--- src/rtl/linear_fade_gain_top_defines.svh ---
// Assertion macros shared by the linear fade gain RTL.
`ifndef LINEAR_FADE_GAIN_TOP_DEFINES_SVH
`define LINEAR_FADE_GAIN_TOP_DEFINES_SVH

// Checked on every clock edge outside reset.
`define LFG_ASSERT(lbl, prop, msg) \
   lbl: assert property (@(posedge clock) disable iff (reset) (prop)) else $error(msg);

// Checked on every clock edge, reset included.
`define LFG_ASSERT_ALWAYS(lbl, prop, msg) \
   lbl: assert property (@(posedge clock) (prop)) else $error(msg);

`endif

--- src/rtl/lfg_pkg.sv ---
// Shared types, constants and register indexes of the linear fade gain block.
`default_nettype none

package lfg_pkg;

   localparam int DEF_SAMPLE_BITS  = 16;
   localparam int DEF_FRAME_BITS   = 24;
   localparam int DEF_MAX_CHANNELS = 8;

   localparam int CSR_INDEX_BITS     = 2;
   localparam int CHANNEL_COUNT_BITS = 4;

   localparam logic [CSR_INDEX_BITS-1:0] REG_FADE_DIRECTION = 2'd0;
   localparam logic [CSR_INDEX_BITS-1:0] REG_TOTAL_FRAMES   = 2'd1;
   localparam logic [CSR_INDEX_BITS-1:0] REG_CHANNEL_COUNT  = 2'd2;

   typedef enum logic [1:0] {
      ST_IDLE,
      ST_MUL,
      ST_DIV,
      ST_DONE
   } lfg_state_type;

   // status of a serial arithmetic unit
   typedef struct packed {
      logic busy;
      logic done;
   } lfg_unit_status_type;

endpackage

`default_nettype wire

--- src/rtl/lfg_channels.sv ---
// Valid/ready channel interfaces: sample input, sample output, register writes.
`default_nettype none

interface lfg_req_if #(parameter int SAMPLE_BITS = 16);
   logic                          valid;
   logic                          ready;
   logic signed [SAMPLE_BITS-1:0] sample_in;
   modport source (output valid, output sample_in, input ready);
   modport sink   (input valid, input sample_in, output ready);
endinterface

interface lfg_rsp_if #(parameter int SAMPLE_BITS = 16);
   logic                          valid;
   logic                          ready;
   logic signed [SAMPLE_BITS-1:0] sample_out;
   modport source (output valid, output sample_out, input ready);
   modport sink   (input valid, input sample_out, output ready);
endinterface

interface lfg_csr_if #(parameter int INDEX_BITS = 2, parameter int DATA_BITS = 24);
   logic                  valid;
   logic                  ready;
   logic [INDEX_BITS-1:0] index;
   logic [DATA_BITS-1:0]  data;
   modport source (output valid, output index, output data, input ready);
   modport sink   (input valid, input index, input data, output ready);
endinterface

`default_nettype wire

--- src/rtl/lfg_mul.sv ---
// Bit-serial shift-add multiplier: one multiplicand bit per cycle, MSB first.
`default_nettype none

module lfg_mul
   import lfg_pkg::*;
#(
   parameter int SAMPLE_BITS = DEF_SAMPLE_BITS,
   parameter int FRAME_BITS  = DEF_FRAME_BITS
) (
   input  wire logic                              clock,
   input  wire logic                              reset,
   input  wire logic                              start,
   input  wire logic [SAMPLE_BITS-1:0]            mag,
   input  wire logic [FRAME_BITS-1:0]             num,
   output logic      [SAMPLE_BITS+FRAME_BITS-1:0] product,
   output lfg_unit_status_type                    status
);

   localparam int PROD_W = SAMPLE_BITS + FRAME_BITS;
   localparam int CNT_W  = $clog2(SAMPLE_BITS + 1);

   logic                   busy_ff, busy_in;
   logic                   done_ff, done_in;
   logic [CNT_W-1:0]       cnt_ff, cnt_in;
   logic [SAMPLE_BITS-1:0] mag_sh_ff, mag_sh_in;
   logic [FRAME_BITS-1:0]  num_ff, num_in;
   logic [PROD_W-1:0]      acc_ff, acc_in;
   logic [PROD_W-1:0]      addend;

   always_comb begin
      addend    = mag_sh_ff[SAMPLE_BITS-1] ? PROD_W'(num_ff) : '0;
      busy_in   = busy_ff;
      done_in   = 1'b0;
      cnt_in    = cnt_ff;
      mag_sh_in = mag_sh_ff;
      num_in    = num_ff;
      acc_in    = acc_ff;
      if (start) begin
         busy_in   = 1'b1;
         cnt_in    = CNT_W'(SAMPLE_BITS);
         mag_sh_in = mag;
         num_in    = num;
         acc_in    = '0;
      end else if (busy_ff) begin
         acc_in    = (acc_ff << 1) + addend;
         mag_sh_in = mag_sh_ff << 1;
         cnt_in    = cnt_ff - CNT_W'(1);
         if (cnt_ff == CNT_W'(1)) begin
            busy_in = 1'b0;
            done_in = 1'b1;
         end
      end
   end

   always_ff @(posedge clock) begin
      if (reset) begin
         busy_ff <= 1'b0;
         done_ff <= 1'b0;
         cnt_ff  <= '0;
      end else begin
         busy_ff <= busy_in;
         done_ff <= done_in;
         cnt_ff  <= cnt_in;
      end
   end

   always_ff @(posedge clock) begin
      mag_sh_ff <= mag_sh_in;
      num_ff    <= num_in;
      acc_ff    <= acc_in;
   end

   assign product     = acc_ff;
   assign status.busy = busy_ff;
   assign status.done = done_ff;

endmodule

`default_nettype wire

--- src/rtl/lfg_div.sv ---
// Restoring divider: one quotient bit per cycle, quotient known to fit SAMPLE_BITS.
`default_nettype none

module lfg_div
   import lfg_pkg::*;
#(
   parameter int SAMPLE_BITS = DEF_SAMPLE_BITS,
   parameter int FRAME_BITS  = DEF_FRAME_BITS
) (
   input  wire logic                              clock,
   input  wire logic                              reset,
   input  wire logic                              start,
   input  wire logic [SAMPLE_BITS+FRAME_BITS-1:0] dividend,
   input  wire logic [FRAME_BITS-1:0]             divisor,
   output logic      [SAMPLE_BITS-1:0]            quotient,
   output lfg_unit_status_type                    status
);

   localparam int PROD_W = SAMPLE_BITS + FRAME_BITS;
   localparam int CNT_W  = $clog2(SAMPLE_BITS + 1);

   logic                   busy_ff, busy_in;
   logic                   done_ff, done_in;
   logic [CNT_W-1:0]       cnt_ff, cnt_in;
   logic [FRAME_BITS-1:0]  rem_ff, rem_in;
   logic [SAMPLE_BITS-1:0] low_ff, low_in;
   logic [FRAME_BITS-1:0]  dvs_ff, dvs_in;
   logic [FRAME_BITS:0]    trial;
   logic                   fits;

   // The upper part of the dividend is already below the divisor, so only
   // SAMPLE_BITS steps are needed. Quotient bits replace the low bits.
   always_comb begin
      trial   = {rem_ff, low_ff[SAMPLE_BITS-1]};
      fits    = trial >= {1'b0, dvs_ff};
      busy_in = busy_ff;
      done_in = 1'b0;
      cnt_in  = cnt_ff;
      rem_in  = rem_ff;
      low_in  = low_ff;
      dvs_in  = dvs_ff;
      if (start) begin
         busy_in = 1'b1;
         cnt_in  = CNT_W'(SAMPLE_BITS);
         rem_in  = dividend[PROD_W-1:SAMPLE_BITS];
         low_in  = dividend[SAMPLE_BITS-1:0];
         dvs_in  = divisor;
      end else if (busy_ff) begin
         rem_in = fits ? FRAME_BITS'(trial - {1'b0, dvs_ff}) : trial[FRAME_BITS-1:0];
         low_in = {low_ff[SAMPLE_BITS-2:0], fits};
         cnt_in = cnt_ff - CNT_W'(1);
         if (cnt_ff == CNT_W'(1)) begin
            busy_in = 1'b0;
            done_in = 1'b1;
         end
      end
   end

   always_ff @(posedge clock) begin
      if (reset) begin
         busy_ff <= 1'b0;
         done_ff <= 1'b0;
         cnt_ff  <= '0;
      end else begin
         busy_ff <= busy_in;
         done_ff <= done_in;
         cnt_ff  <= cnt_in;
      end
   end

   always_ff @(posedge clock) begin
      rem_ff <= rem_in;
      low_ff <= low_in;
      dvs_ff <= dvs_in;
   end

   assign quotient    = low_ff;
   assign status.busy = busy_ff;
   assign status.done = done_ff;

endmodule

`default_nettype wire

--- src/rtl/linear_fade_gain_top.sv ---
// Top level of the linear fade gain: counters, gain select, serial datapath, output word.
`default_nettype none
`include "linear_fade_gain_top_defines.svh"

// Linear fade in / fade out over interleaved signed audio samples.
// req_ch carries one sample word per handshake; rsp_ch returns exactly one
// scaled word per accepted input, in order. Frame k of a run of N frames is
// scaled by k/N (fade in) or (N-k)/N (fade out), truncated toward zero;
// k saturates at N.
// csr_ch writes registers: 0 fade direction, 1 total frames, 2 channel count.
// Any write to those three clears the frame and channel counters; writes to
// other indexes are taken and ignored. csr_ch is always ready.
// Timing: an input word is accepted in IDLE; the shift-add multiplier then
// runs, its done strobe starts the restoring divider, and the divider's done
// moves the state to DONE, which loads the output register once it is free
// and raises rsp_ch.valid. A new word is accepted only after the state is
// back in IDLE, so each word goes through the bit-serial multiply and divide
// before the next; the two share nothing and run back to back.
// The output register lets the next word be accepted while a result waits;
// if rsp_ch stalls, the finished quotient is held in DONE and req_ch.ready
// stays low until the output register frees.
// Reset (synchronous, active high) sets fade in, N = 1, one channel, and
// clears both counters and all valid flags.

module linear_fade_gain_top
   import lfg_pkg::*;
#(
   parameter int SAMPLE_BITS  = DEF_SAMPLE_BITS,
   parameter int FRAME_BITS   = DEF_FRAME_BITS,
   parameter int MAX_CHANNELS = DEF_MAX_CHANNELS
) (
   input wire logic  clock,
   input wire logic  reset,
   lfg_req_if.sink   req_ch,
   lfg_rsp_if.source rsp_ch,
   lfg_csr_if.sink   csr_ch
);

   localparam int PROD_W = SAMPLE_BITS + FRAME_BITS;
   localparam int CH_BITS = (MAX_CHANNELS > 1) ? $clog2(MAX_CHANNELS) : 1;
   localparam int CMP_W   = CHANNEL_COUNT_BITS + 1;
   localparam logic [CMP_W-1:0] MAX_CH = CMP_W'(MAX_CHANNELS);

   // configuration registers
   logic                          fade_dir_ff, fade_dir_in;
   logic [FRAME_BITS-1:0]         total_frames_ff, total_frames_in;
   logic [CHANNEL_COUNT_BITS-1:0] channel_count_ff, channel_count_in;

   // position counters
   logic [FRAME_BITS-1:0] frame_index_ff, frame_index_in;
   logic [CH_BITS-1:0]    channel_index_ff, channel_index_in;

   // control
   lfg_state_type state_ff, state_in;
   logic          rsp_valid_ff, rsp_valid_in;
   logic          neg_ff, neg_in;
   logic [FRAME_BITS-1:0]  n_ff, n_in;
   logic [SAMPLE_BITS-1:0] sample_out_ff, sample_out_in;

   logic req_accept, csr_write, cfg_hit, out_load, mul_start, div_start;
   logic frame_last;
   logic [FRAME_BITS-1:0]  n_eff, k_eff, num;
   logic [CMP_W-1:0]       ch_eff;
   logic [SAMPLE_BITS-1:0] raw, mag;
   logic                   raw_neg;
   logic [PROD_W-1:0]      product;
   logic [SAMPLE_BITS-1:0] quotient;
   lfg_unit_status_type    mul_st, div_st;

   // ---------------- gain and magnitude at accept ----------------
   always_comb begin
      n_eff = (total_frames_ff == '0) ? FRAME_BITS'(1) : total_frames_ff;
      k_eff = (frame_index_ff > n_eff) ? n_eff : frame_index_ff;
      num   = fade_dir_ff ? (n_eff - k_eff) : k_eff;
      raw     = req_ch.sample_in;
      raw_neg = raw[SAMPLE_BITS-1];
      // full-scale negative wraps to its own pattern, read as unsigned
      mag     = raw_neg ? (~raw + SAMPLE_BITS'(1)) : raw;
      if (CMP_W'(channel_count_ff) == '0) begin
         ch_eff = CMP_W'(1);
      end else if (CMP_W'(channel_count_ff) > MAX_CH) begin
         ch_eff = MAX_CH;
      end else begin
         ch_eff = CMP_W'(channel_count_ff);
      end
      frame_last = (CMP_W'(channel_index_ff) + CMP_W'(1)) >= ch_eff;
   end

   // ---------------- state machine ----------------
   always_comb begin
      state_in = state_ff;
      case (state_ff)
         ST_IDLE: begin
            if (req_ch.valid) state_in = ST_MUL;
         end
         ST_MUL: begin
            if (mul_st.done) state_in = ST_DIV;
         end
         ST_DIV: begin
            if (div_st.done) state_in = ST_DONE;
         end
         ST_DONE: begin
            if (!rsp_valid_ff || rsp_ch.ready) state_in = ST_IDLE;
         end
         default: state_in = ST_IDLE;
      endcase
   end

   always_comb begin
      req_ch.ready = 1'b0;
      out_load     = 1'b0;
      case (state_ff)
         ST_IDLE: req_ch.ready = 1'b1;
         ST_DONE: out_load     = !rsp_valid_ff || rsp_ch.ready;
         default: ;
      endcase
   end

   assign req_accept = req_ch.valid && req_ch.ready;
   assign mul_start  = req_accept;
   assign div_start  = mul_st.done;
   assign csr_ch.ready = 1'b1;
   assign csr_write  = csr_ch.valid && csr_ch.ready;

   // ---------------- configuration and counters ----------------
   always_comb begin
      fade_dir_in      = fade_dir_ff;
      total_frames_in  = total_frames_ff;
      channel_count_in = channel_count_ff;
      cfg_hit          = 1'b0;
      if (csr_write) begin
         case (csr_ch.index)
            REG_FADE_DIRECTION: begin
               fade_dir_in = csr_ch.data[0];
               cfg_hit     = 1'b1;
            end
            REG_TOTAL_FRAMES: begin
               total_frames_in = csr_ch.data;
               cfg_hit         = 1'b1;
            end
            REG_CHANNEL_COUNT: begin
               channel_count_in = csr_ch.data[CHANNEL_COUNT_BITS-1:0];
               cfg_hit          = 1'b1;
            end
            default: ;
         endcase
      end

      frame_index_in   = frame_index_ff;
      channel_index_in = channel_index_ff;
      if (cfg_hit) begin
         frame_index_in   = '0;
         channel_index_in = '0;
      end else if (req_accept) begin
         if (frame_last) begin
            channel_index_in = '0;
            frame_index_in   = (frame_index_ff < n_eff) ? frame_index_ff + FRAME_BITS'(1)
                                                        : n_eff;
         end else begin
            channel_index_in = channel_index_ff + CH_BITS'(1);
         end
      end
   end

   // ---------------- output word ----------------
   always_comb begin
      neg_in        = req_accept ? raw_neg : neg_ff;
      n_in          = req_accept ? n_eff : n_ff;
      sample_out_in = out_load ? (neg_ff ? (~quotient + SAMPLE_BITS'(1)) : quotient)
                               : sample_out_ff;
      rsp_valid_in  = rsp_valid_ff;
      if (out_load) begin
         rsp_valid_in = 1'b1;
      end else if (rsp_ch.ready) begin
         rsp_valid_in = 1'b0;
      end
   end

   always_ff @(posedge clock) begin
      if (reset) begin
         state_ff         <= ST_IDLE;
         rsp_valid_ff     <= 1'b0;
         fade_dir_ff      <= 1'b0;
         total_frames_ff  <= FRAME_BITS'(1);
         channel_count_ff <= CHANNEL_COUNT_BITS'(1);
         frame_index_ff   <= '0;
         channel_index_ff <= '0;
      end else begin
         state_ff         <= state_in;
         rsp_valid_ff     <= rsp_valid_in;
         fade_dir_ff      <= fade_dir_in;
         total_frames_ff  <= total_frames_in;
         channel_count_ff <= channel_count_in;
         frame_index_ff   <= frame_index_in;
         channel_index_ff <= channel_index_in;
      end
   end

   always_ff @(posedge clock) begin
      neg_ff        <= neg_in;
      n_ff          <= n_in;
      sample_out_ff <= sample_out_in;
   end

   assign rsp_ch.valid      = rsp_valid_ff;
   assign rsp_ch.sample_out = sample_out_ff;

   // ---------------- serial datapath ----------------
   lfg_mul #(
      .SAMPLE_BITS (SAMPLE_BITS),
      .FRAME_BITS  (FRAME_BITS)
   ) u_mul (
      .clock   (clock),
      .reset   (reset),
      .start   (mul_start),
      .mag     (mag),
      .num     (num),
      .product (product),
      .status  (mul_st)
   );

   lfg_div #(
      .SAMPLE_BITS (SAMPLE_BITS),
      .FRAME_BITS  (FRAME_BITS)
   ) u_div (
      .clock    (clock),
      .reset    (reset),
      .start    (div_start),
      .dividend (product),
      .divisor  (n_ff),
      .quotient (quotient),
      .status   (div_st)
   );

   // ---------------- checks ----------------
   `LFG_ASSERT(a_mul_done_in_mul, mul_st.done |-> state_ff == ST_MUL, "multiplier done outside MUL")
   `LFG_ASSERT(a_div_done_in_div, div_st.done |-> state_ff == ST_DIV, "divider done outside DIV")
   `LFG_ASSERT(a_units_exclusive, !(mul_st.busy && div_st.busy), "multiplier and divider both busy")
   `LFG_ASSERT(a_frame_saturates, frame_index_ff <= n_eff, "frame index past frame total")
   `LFG_ASSERT(a_accept_starts, req_accept |=> state_ff == ST_MUL && mul_st.busy, "accept did not start multiply")

endmodule

`default_nettype wire
--- src/flat_wrapper.sv ---
// flat-port wrapper written by rule: the top's interface ports become plain ports
module linear_fade_gain_top_flat import lfg_pkg::*;
#(
   parameter int SAMPLE_BITS  = DEF_SAMPLE_BITS,
   parameter int FRAME_BITS   = DEF_FRAME_BITS,
   parameter int MAX_CHANNELS = DEF_MAX_CHANNELS
)
  (clock, reset, req_ch_valid, req_ch_sample_in, req_ch_ready, rsp_ch_valid, rsp_ch_sample_out, rsp_ch_ready, csr_ch_valid, csr_ch_index, csr_ch_data, csr_ch_ready);
  lfg_req_if #(.SAMPLE_BITS(SAMPLE_BITS)) req_ch_i ();
  lfg_rsp_if #(.SAMPLE_BITS(SAMPLE_BITS)) rsp_ch_i ();
  lfg_csr_if csr_ch_i ();
  input wire logic clock;
  input wire logic reset;
  input wire logic [$bits(req_ch_i.valid)-1:0] req_ch_valid;
  input wire logic [$bits(req_ch_i.sample_in)-1:0] req_ch_sample_in;
  output wire logic [$bits(req_ch_i.ready)-1:0] req_ch_ready;
  output wire logic [$bits(rsp_ch_i.valid)-1:0] rsp_ch_valid;
  output wire logic [$bits(rsp_ch_i.sample_out)-1:0] rsp_ch_sample_out;
  input wire logic [$bits(rsp_ch_i.ready)-1:0] rsp_ch_ready;
  input wire logic [$bits(csr_ch_i.valid)-1:0] csr_ch_valid;
  input wire logic [$bits(csr_ch_i.index)-1:0] csr_ch_index;
  input wire logic [$bits(csr_ch_i.data)-1:0] csr_ch_data;
  output wire logic [$bits(csr_ch_i.ready)-1:0] csr_ch_ready;
  assign req_ch_i.valid = req_ch_valid;
  assign req_ch_i.sample_in = req_ch_sample_in;
  assign req_ch_ready = req_ch_i.ready;
  assign rsp_ch_valid = rsp_ch_i.valid;
  assign rsp_ch_sample_out = rsp_ch_i.sample_out;
  assign rsp_ch_i.ready = rsp_ch_ready;
  assign csr_ch_i.valid = csr_ch_valid;
  assign csr_ch_i.index = csr_ch_index;
  assign csr_ch_i.data = csr_ch_data;
  assign csr_ch_ready = csr_ch_i.ready;
  linear_fade_gain_top #(.SAMPLE_BITS(SAMPLE_BITS), .FRAME_BITS(FRAME_BITS), .MAX_CHANNELS(MAX_CHANNELS)) u_core (.clock(clock), .reset(reset), .req_ch(req_ch_i), .rsp_ch(rsp_ch_i), .csr_ch(csr_ch_i));
endmodule
--- config.mk ---
export PLATFORM = sky130hd
export DESIGN_NAME = linear_fade_gain_top_flat
export DESIGN_NICKNAME = d
export VERILOG_FILES = /design/src/rtl/lfg_pkg.sv /design/src/rtl/lfg_channels.sv /design/src/rtl/lfg_mul.sv /design/src/rtl/lfg_div.sv /design/src/rtl/linear_fade_gain_top.sv /design/src/flat_wrapper.sv
export VERILOG_INCLUDE_DIRS = /design/src /design/src/rtl
export SDC_FILE = /design/constraint.sdc
export NUM_CORES = 1
export LEC_CHECK = 0
export ABC_AREA = 1
export ABC_CLOCK_PERIOD_IN_PS = 12000
export BUFFER_PORTS_ARGS = -buffer_cell sky130_fd_sc_hd__buf_2
export CAP_MARGIN = 5
export CORE_MARGIN = 2
export CORE_UTILIZATION = 40
export CTS_BUF_LIST = sky130_fd_sc_hd__clkbuf_2
export CTS_CLUSTER_SIZE = 40
export DETAILED_ROUTE_END_ITERATION = 10
export PLACE_DENSITY = 0.65
export SLEW_MARGIN = 40
export SYNTH_ARGS = -nofsm -noshare
export SYNTH_HDL_FRONTEND = slang
export SYNTH_SLANG_ARGS = --single-unit
export TNS_END_PERCENT = 5
--- constraint.sdc ---
create_clock -name clock -period 12 [get_ports clock]
set_clock_uncertainty 0.2 [all_clocks]
set_input_delay 1.2 -clock clock [delete_from_list [all_inputs] [get_ports clock]]
set_output_delay 1.2 -clock clock [all_outputs]
set_load 0.02 [all_outputs]
==> results.yml, run 1 <==
floorplanning:
  dieHeight_um: 208
  start_util: 0.406
  fp.dieArea_um2: 43200
  core.rowCount: 74
  die_w_um: 208
  io_pins: 66
  core-area_um2: 40900
sta:
  rsz0062_at_grt: "false"
  report.final.slew_viol_count: 0
  worstMarginPinSlew_ns: 0.797
  period_share: 0.459
  hold_viol: 0
  period_needed_ns: 5.51
  setup_viol: 0
  slew_headroom: 0.465
  fin_tns_setup_ns: 0
  fmax_mhz: 181
layout:
  fin_area_um2: 18100
  syn_to_final_growth_pct: 8.75
  regArea_um2: 6620
  multi_input_area_um2: 8470
  final_layout_size_suffix_gt1_frac: 0.128
  fin_nets: 2375
  fill_cells: 4209
clock_tree:
  cts_buffers: 73
  clock_latency_ns: 0.93
  h-tree-depth: 3
  clock_path_buffers: 3
  ctsRootBufferMaster: "clkbuf_2"
  numClockSinks: 258
  ctsHoldBuffers: 0
  clk_pin_slew_ns: 0.11
  cts_setup_buffers: 0
  ctsResizeCount: 0
  tritoncts: "done"
worst_setup_path:
  required_ns: 12.48
  cp-start-kind: "flip-flop"
  cpMaxStageDelayCell: "nor4_1"
  critical_path_arrival_ns: 5.99
  cp_common_cell: "nand2_1"
  worstSetupEndpointType: "flip-flop"
  crit_type: "flip-flop to flip-flop"
  critPathMaxStageDelay_ns: 0.54
  r2r_slack_ns: 6.49
  critPathMaxFanout: 70
synthesis:
  yosys_most_used_dff: "edfxtp_1"
  ys_types: 53
  synth_edf_count: 145
  synth_area_leaders: "edfxtp_1 26%, dfxtp_1 14%, nand2_1 10%"
  synth_warnings: 0
  synth_top_family_by_area: "simple AND/OR/NAND/NOR gates"
  yosys.area.top_type: "edfxtp_1"
  synthSimpleGateAreaFrac: 0.223
  ys_ff_latch: 258
  muxShareOfSynthArea: 0
  async_flop_share: 0
  synth_adder_area_share: 0.0766
  synth-compound-area-share: 0.156
  netlist.area_leader.share: 0.262
  postSynthAreaPerCell_um2: 7.69
  synth_fp_nets: 2310
  yosysMostFrequentCell: "nand2_1"
  synthCells: 2163
  synth-xor-area-share: 0.0506
  ys_seq_area_frac: 0.398
  synthTopCellsByCount: "448 x nand2_1, 319 x inv_1, 204 x o21ai_0, 148 x a21oi_1, 145 x edfxtp_1"
  synth_area_um2: 16600
status:
  status: "complete, no violations"
drt:
  num_vias: 14798
  route.detailed.drc: 0
  routed_wl_um: 46800
  first_pass_iters: 5
  drt_iter0_drc: 905
  vias_per_cell: 5.25
  wl_per_cell_um: 16.6
  antenna_left: 0
grt:
  grt_usage: 0.216
  grt_overflow: 0
  grt_pass1_wl_um: 74700
  grt_pass1_vias: 14239
  grt_max_degree: 71
  antenna_found_initial: 2
power:
  ir_drop_mv: 0.107
  power_density_nw_per_um2: 199
  p_leak_nw: 8.35
placement:
  hpwl_um: 35300
  place_congestion: 0.957
  portBuffers: 64
  place_area_um2: 17400
run:
  cap_violations: 0
min_path:
  hold_path_class: "flip-flop to flip-flop"
==> area by class of cell <==
type,instances,area share
Tap cell,532,0.0368
Multi-Input combinational cell,1492,0.468
Sequential cell,258,0.366
Timing Repair Buffer,72,0.0212
Clock buffer,115,0.0318
Inverter,331,0.0688
Clock inverter,19,0.00713
Antenna cell,2,0.000277
==> worst max-delay path, delay by kind of cell, from the launching register on <==
kind,cells,cell delay [ns]
AOI/OAI and AO/OA,3,0.82
adders and majority gates,3,0.84
buffers and inverters,3,0.29
DFF,1,0.36
and+or+nand+nor,22,2.74
==> through the flow <==
stage               worst slack [ns]  std cells  hold slack [ns]  total power [mW]   util
detailed placement              6.35       2685            0.205              2.91  0.424
CTS                             6.37       2819            0.209              3.61  0.442
floorplan                       7.83       2163            0.200              2.47      -
global route                    5.99       2821            0.218              3.90  0.442
global placement                6.43       2685            0.208              2.87  0.424
finish                          6.49       2821            0.211              3.60  0.442
==> power breakdown <==
group / switching (mW) / internal [mW]
clock: 0.392 / 0.297
combinational: 1.10 / 0.516
sequential: 0.130 / 1.16
==> sequential cells by signal (all words and copies together) (netlist names), 24 cells and up <==
signal	cells
u_core.u_div.dvs_ff	24
u_core.u_mul.product	40
u_core.frame_index_ff	24
u_core.u_mul.num_ff	24
u_core.n_ff	24
u_core.u_div.rem_ff	24
u_core.total_frames_ff	24
==> logic make-up after synthesis <==
kind of cell,Yosys count
xor gates and xnor gates,96
adders and majority gates,100
and+or+nand+nor,828
AOI/OAI and AO/OA,467
buffers and inverters,413
DFF,258
other,1
==> layer usage <==
metal  global-route usage  vias up  part of all wire
met1                0.276     6908              0.44
met2                0.357      395              0.47
li1                     -     7379                 -
met4               0.0968        0             0.040
met5                    0        -                 0
met3               0.0379      116             0.050
==> path summary, 6_finish.rpt <==
| path | startpoint | to | cells past startpoint |
|---|---|---|---|
| hold reg to reg | u_core.n_ff[1] | u_core.u_div.dvs_ff[1] | 0 |
| setup reg to reg | u_core.total_frames_ff[4] | u_core.u_mul.num_ff[12] | 31 |
| setup / recovery | u_core.total_frames_ff[4] | u_core.u_mul.num_ff[12] | 31 |
| hold / removal | u_core.n_ff[1] | u_core.u_div.dvs_ff[1] | 0 |
==> cells in the final DEF, fill, tap and decap left out, types with 22 or more instances in the layout <==
| cell type | count |
|---|---|
| dfxtp_1 | 112 |
| edfxtp_1 | 145 |
| o211ai_1 | 32 |
| ha_1 | 97 |
| clkbuf_2 | 115 |
| nand3_2 | 22 |
| nand3_1 | 87 |
| nand2_1 | 445 |
| inv_1 | 316 |
| xor2_1 | 65 |
| nor2_1 | 143 |
| a21oi_1 | 147 |
| xnor2_1 | 31 |
| buf_2 | 64 |
| nor3_1 | 27 |
| nand4_1 | 22 |
| o21ai_0 | 204 |
No activity file was read; power rests on OpenSTA's default activity.
==> run 2: changes to the inputs <==
- ABC_CLOCK_PERIOD_IN_PS: 12000 -> 5300
- clock period: 12 -> 5.3 ns (I/O delays scaled with it)
==> run 2 against run 1 <==
  * Cell count increased by 2.8%
  * Critical path depth fell by 1
  * Clock power is 150% higher
  * Flip-flop and latch count did not move
  * Setup slack got worse by 6.0 ns
  * Combinational power increased by 130%
  * Cell area is 4.3% higher
  * Worst hold slack worse by 0.0077 ns
  * Utilization up 1.9 points
==> results.yml, run 2 (same netlist as run 1, synthesis figures left out) <==
clock_tree:
  tritoncts: "done"
  h-tree-depth: 3
  cts_buffers: 76
  clk_pin_slew_ns: 0.11
  ctsRootBufferMaster: "clkbuf_2"
  cts_setup_buffers: 0
  clock_latency_ns: 0.97
  clock_path_buffers: 3
  numClockSinks: 258
floorplanning:
  die_w_um: 208
  core-area_um2: 40900
  start_util: 0.406
  dieHeight_um: 208
  fp.dieArea_um2: 43200
  io_pins: 66
  core.rowCount: 74
placement:
  hpwl_um: 35700
  place_area_um2: 17400
  place_congestion: 0.966
  portBuffers: 64
  dp.cells: 2691
drt:
  drt_iter0_drc: 976
  antenna_left: 0
  wl_per_cell_um: 16.7
  num_vias: 15140
  route.detailed.drc: 0
  vias_per_cell: 5.22
  first_pass_iters: 5
  routed_wl_um: 48300
grt:
  grt_usage: 0.224
  grt_pass1_vias: 15115
  grt_overflow: 0
  grt_pass1_wl_um: 78000
  antenna_found_initial: 2
  grt_max_degree: 64
worst_setup_path:
  critical_path_arrival_ns: 5.28
  worstSetupEndpointType: "flip-flop"
  required_ns: 5.75
  cp_common_cell: "nand2_1"
  critPathMaxStageDelay_ns: 0.48
  cp-start-kind: "flip-flop"
  cpMaxStageDelayCell: "nor4_1"
  critPathMaxFanout: 28
  crit_type: "flip-flop to flip-flop"
sta:
  period_share: 0.910
  setup_viol: 0
  worstMarginPinSlew_ns: 0.715
  period_needed_ns: 4.83
  fin_tns_setup_ns: 0
  rsz0062_at_grt: "false"
  fmax_mhz: 207
  hold_viol: 0
  holdWs_ns: 0.203
  slew_headroom: 0.523
  report.final.slew_viol_count: 0
layout:
  final_cells: 2900
  fin_area_um2: 18900
  syn_to_final_growth_pct: 13.5
  largest_register_ffs: 40
  final_layout_size_suffix_gt1_frac: 0.127
  final_cell_mix: "445 x nand2_1, 316 x inv_1, 204 x o21ai_0"
  fin_nets: 2450
  final_common_cell: "nand2_1"
power:
  p_leak_nw: 8.67
  total_power_mw: 8.36
  ir_drop_mv: 0.199
  power_density_nw_per_um2: 443
run:
  cap_violations: 0
min_path:
  hold_path_class: "flip-flop to flip-flop"
status:
  status: "complete, no violations"
run 2: changes by cell type in the layout (fill, tap and decap cells not counted), moves of 2 or more:
| cell | delta |
|---|---|
| buf_4 | +7 |
| clkinv_1 | +5 |
| dlygate4sd3_1 | +66 |
| clkinvlp_4 | +2 |
| bufinv_16 | +2 |
| inv_2 | -4 |
run 2: layer usage:
layer	global-route usage	up-vias	part of all wire
li1	-	7553	-
met2	0.386	401	0.48
met5	0	-	0
met3	0.0380	104	0.046
met4	0.0858	0	0.030
met1	0.281	7082	0.44
run 2: repair_timing:
item | CTS | global route
setup endpoints to repair | 0 | 2
resized for setup | 0 | 1
endpoints found under the hold margin | 77 | 0
hold buffers | 66 | 0
run 2: where the power goes:
group	switching (mW)	leakage (nW)	internal, mW	total (mW)
sequential	0.301	2.28	2.63	2.93
combinational	2.50	5.82	1.23	3.73
clock	0.913	0.576	0.775	1.69
run 2: path summary, 6_finish.rpt:
check / startpoint / to / slack [ns] / cells after the start
hold / removal: u_core.n_ff[19] / u_core.u_div.dvs_ff[19] / 0.20 / 0
setup reg to reg: u_core.total_frames_ff[8] / u_core.u_mul.num_ff[11] / 0.47 / 30
hold reg to reg: u_core.n_ff[19] / u_core.u_div.dvs_ff[19] / 0.20 / 0
setup / recovery: u_core.total_frames_ff[8] / u_core.u_mul.num_ff[11] / 0.47 / 30
run 2: cell type report:
type / instances / area (um^2)
timing repair buffer: 144 / 1090
sequential: 258 / 6620
inverter: 331 / 1240
clock buffer: 115 / 576
multi-input combinational: 1492 / 8460
fill: 4142 / 22100
clock inverter: 25 / 213
tap: 532 / 666
antenna: 3 / 7.51
run 2: worst max-delay path, delay by kind of cell, from the launching register on:
kind / cells / cell delay [ns]
AOI/OAI and AO/OA: 4 / 0.89
buffers and inverters: 3 / 0.45
adders and majority gates: 2 / 0.60
xor gates and xnor gates: 1 / 0.12
and+or+nand+nor: 20 / 1.91
DFF: 1 / 0.38
run 2: stage by stage:
stage               utilization  setup WS, ns
floorplan                     -          1.13
global placement          0.425         0.606
detailed placement        0.425         0.528
CTS                       0.461         0.452
global route              0.461         0.117
finish                    0.461         0.475
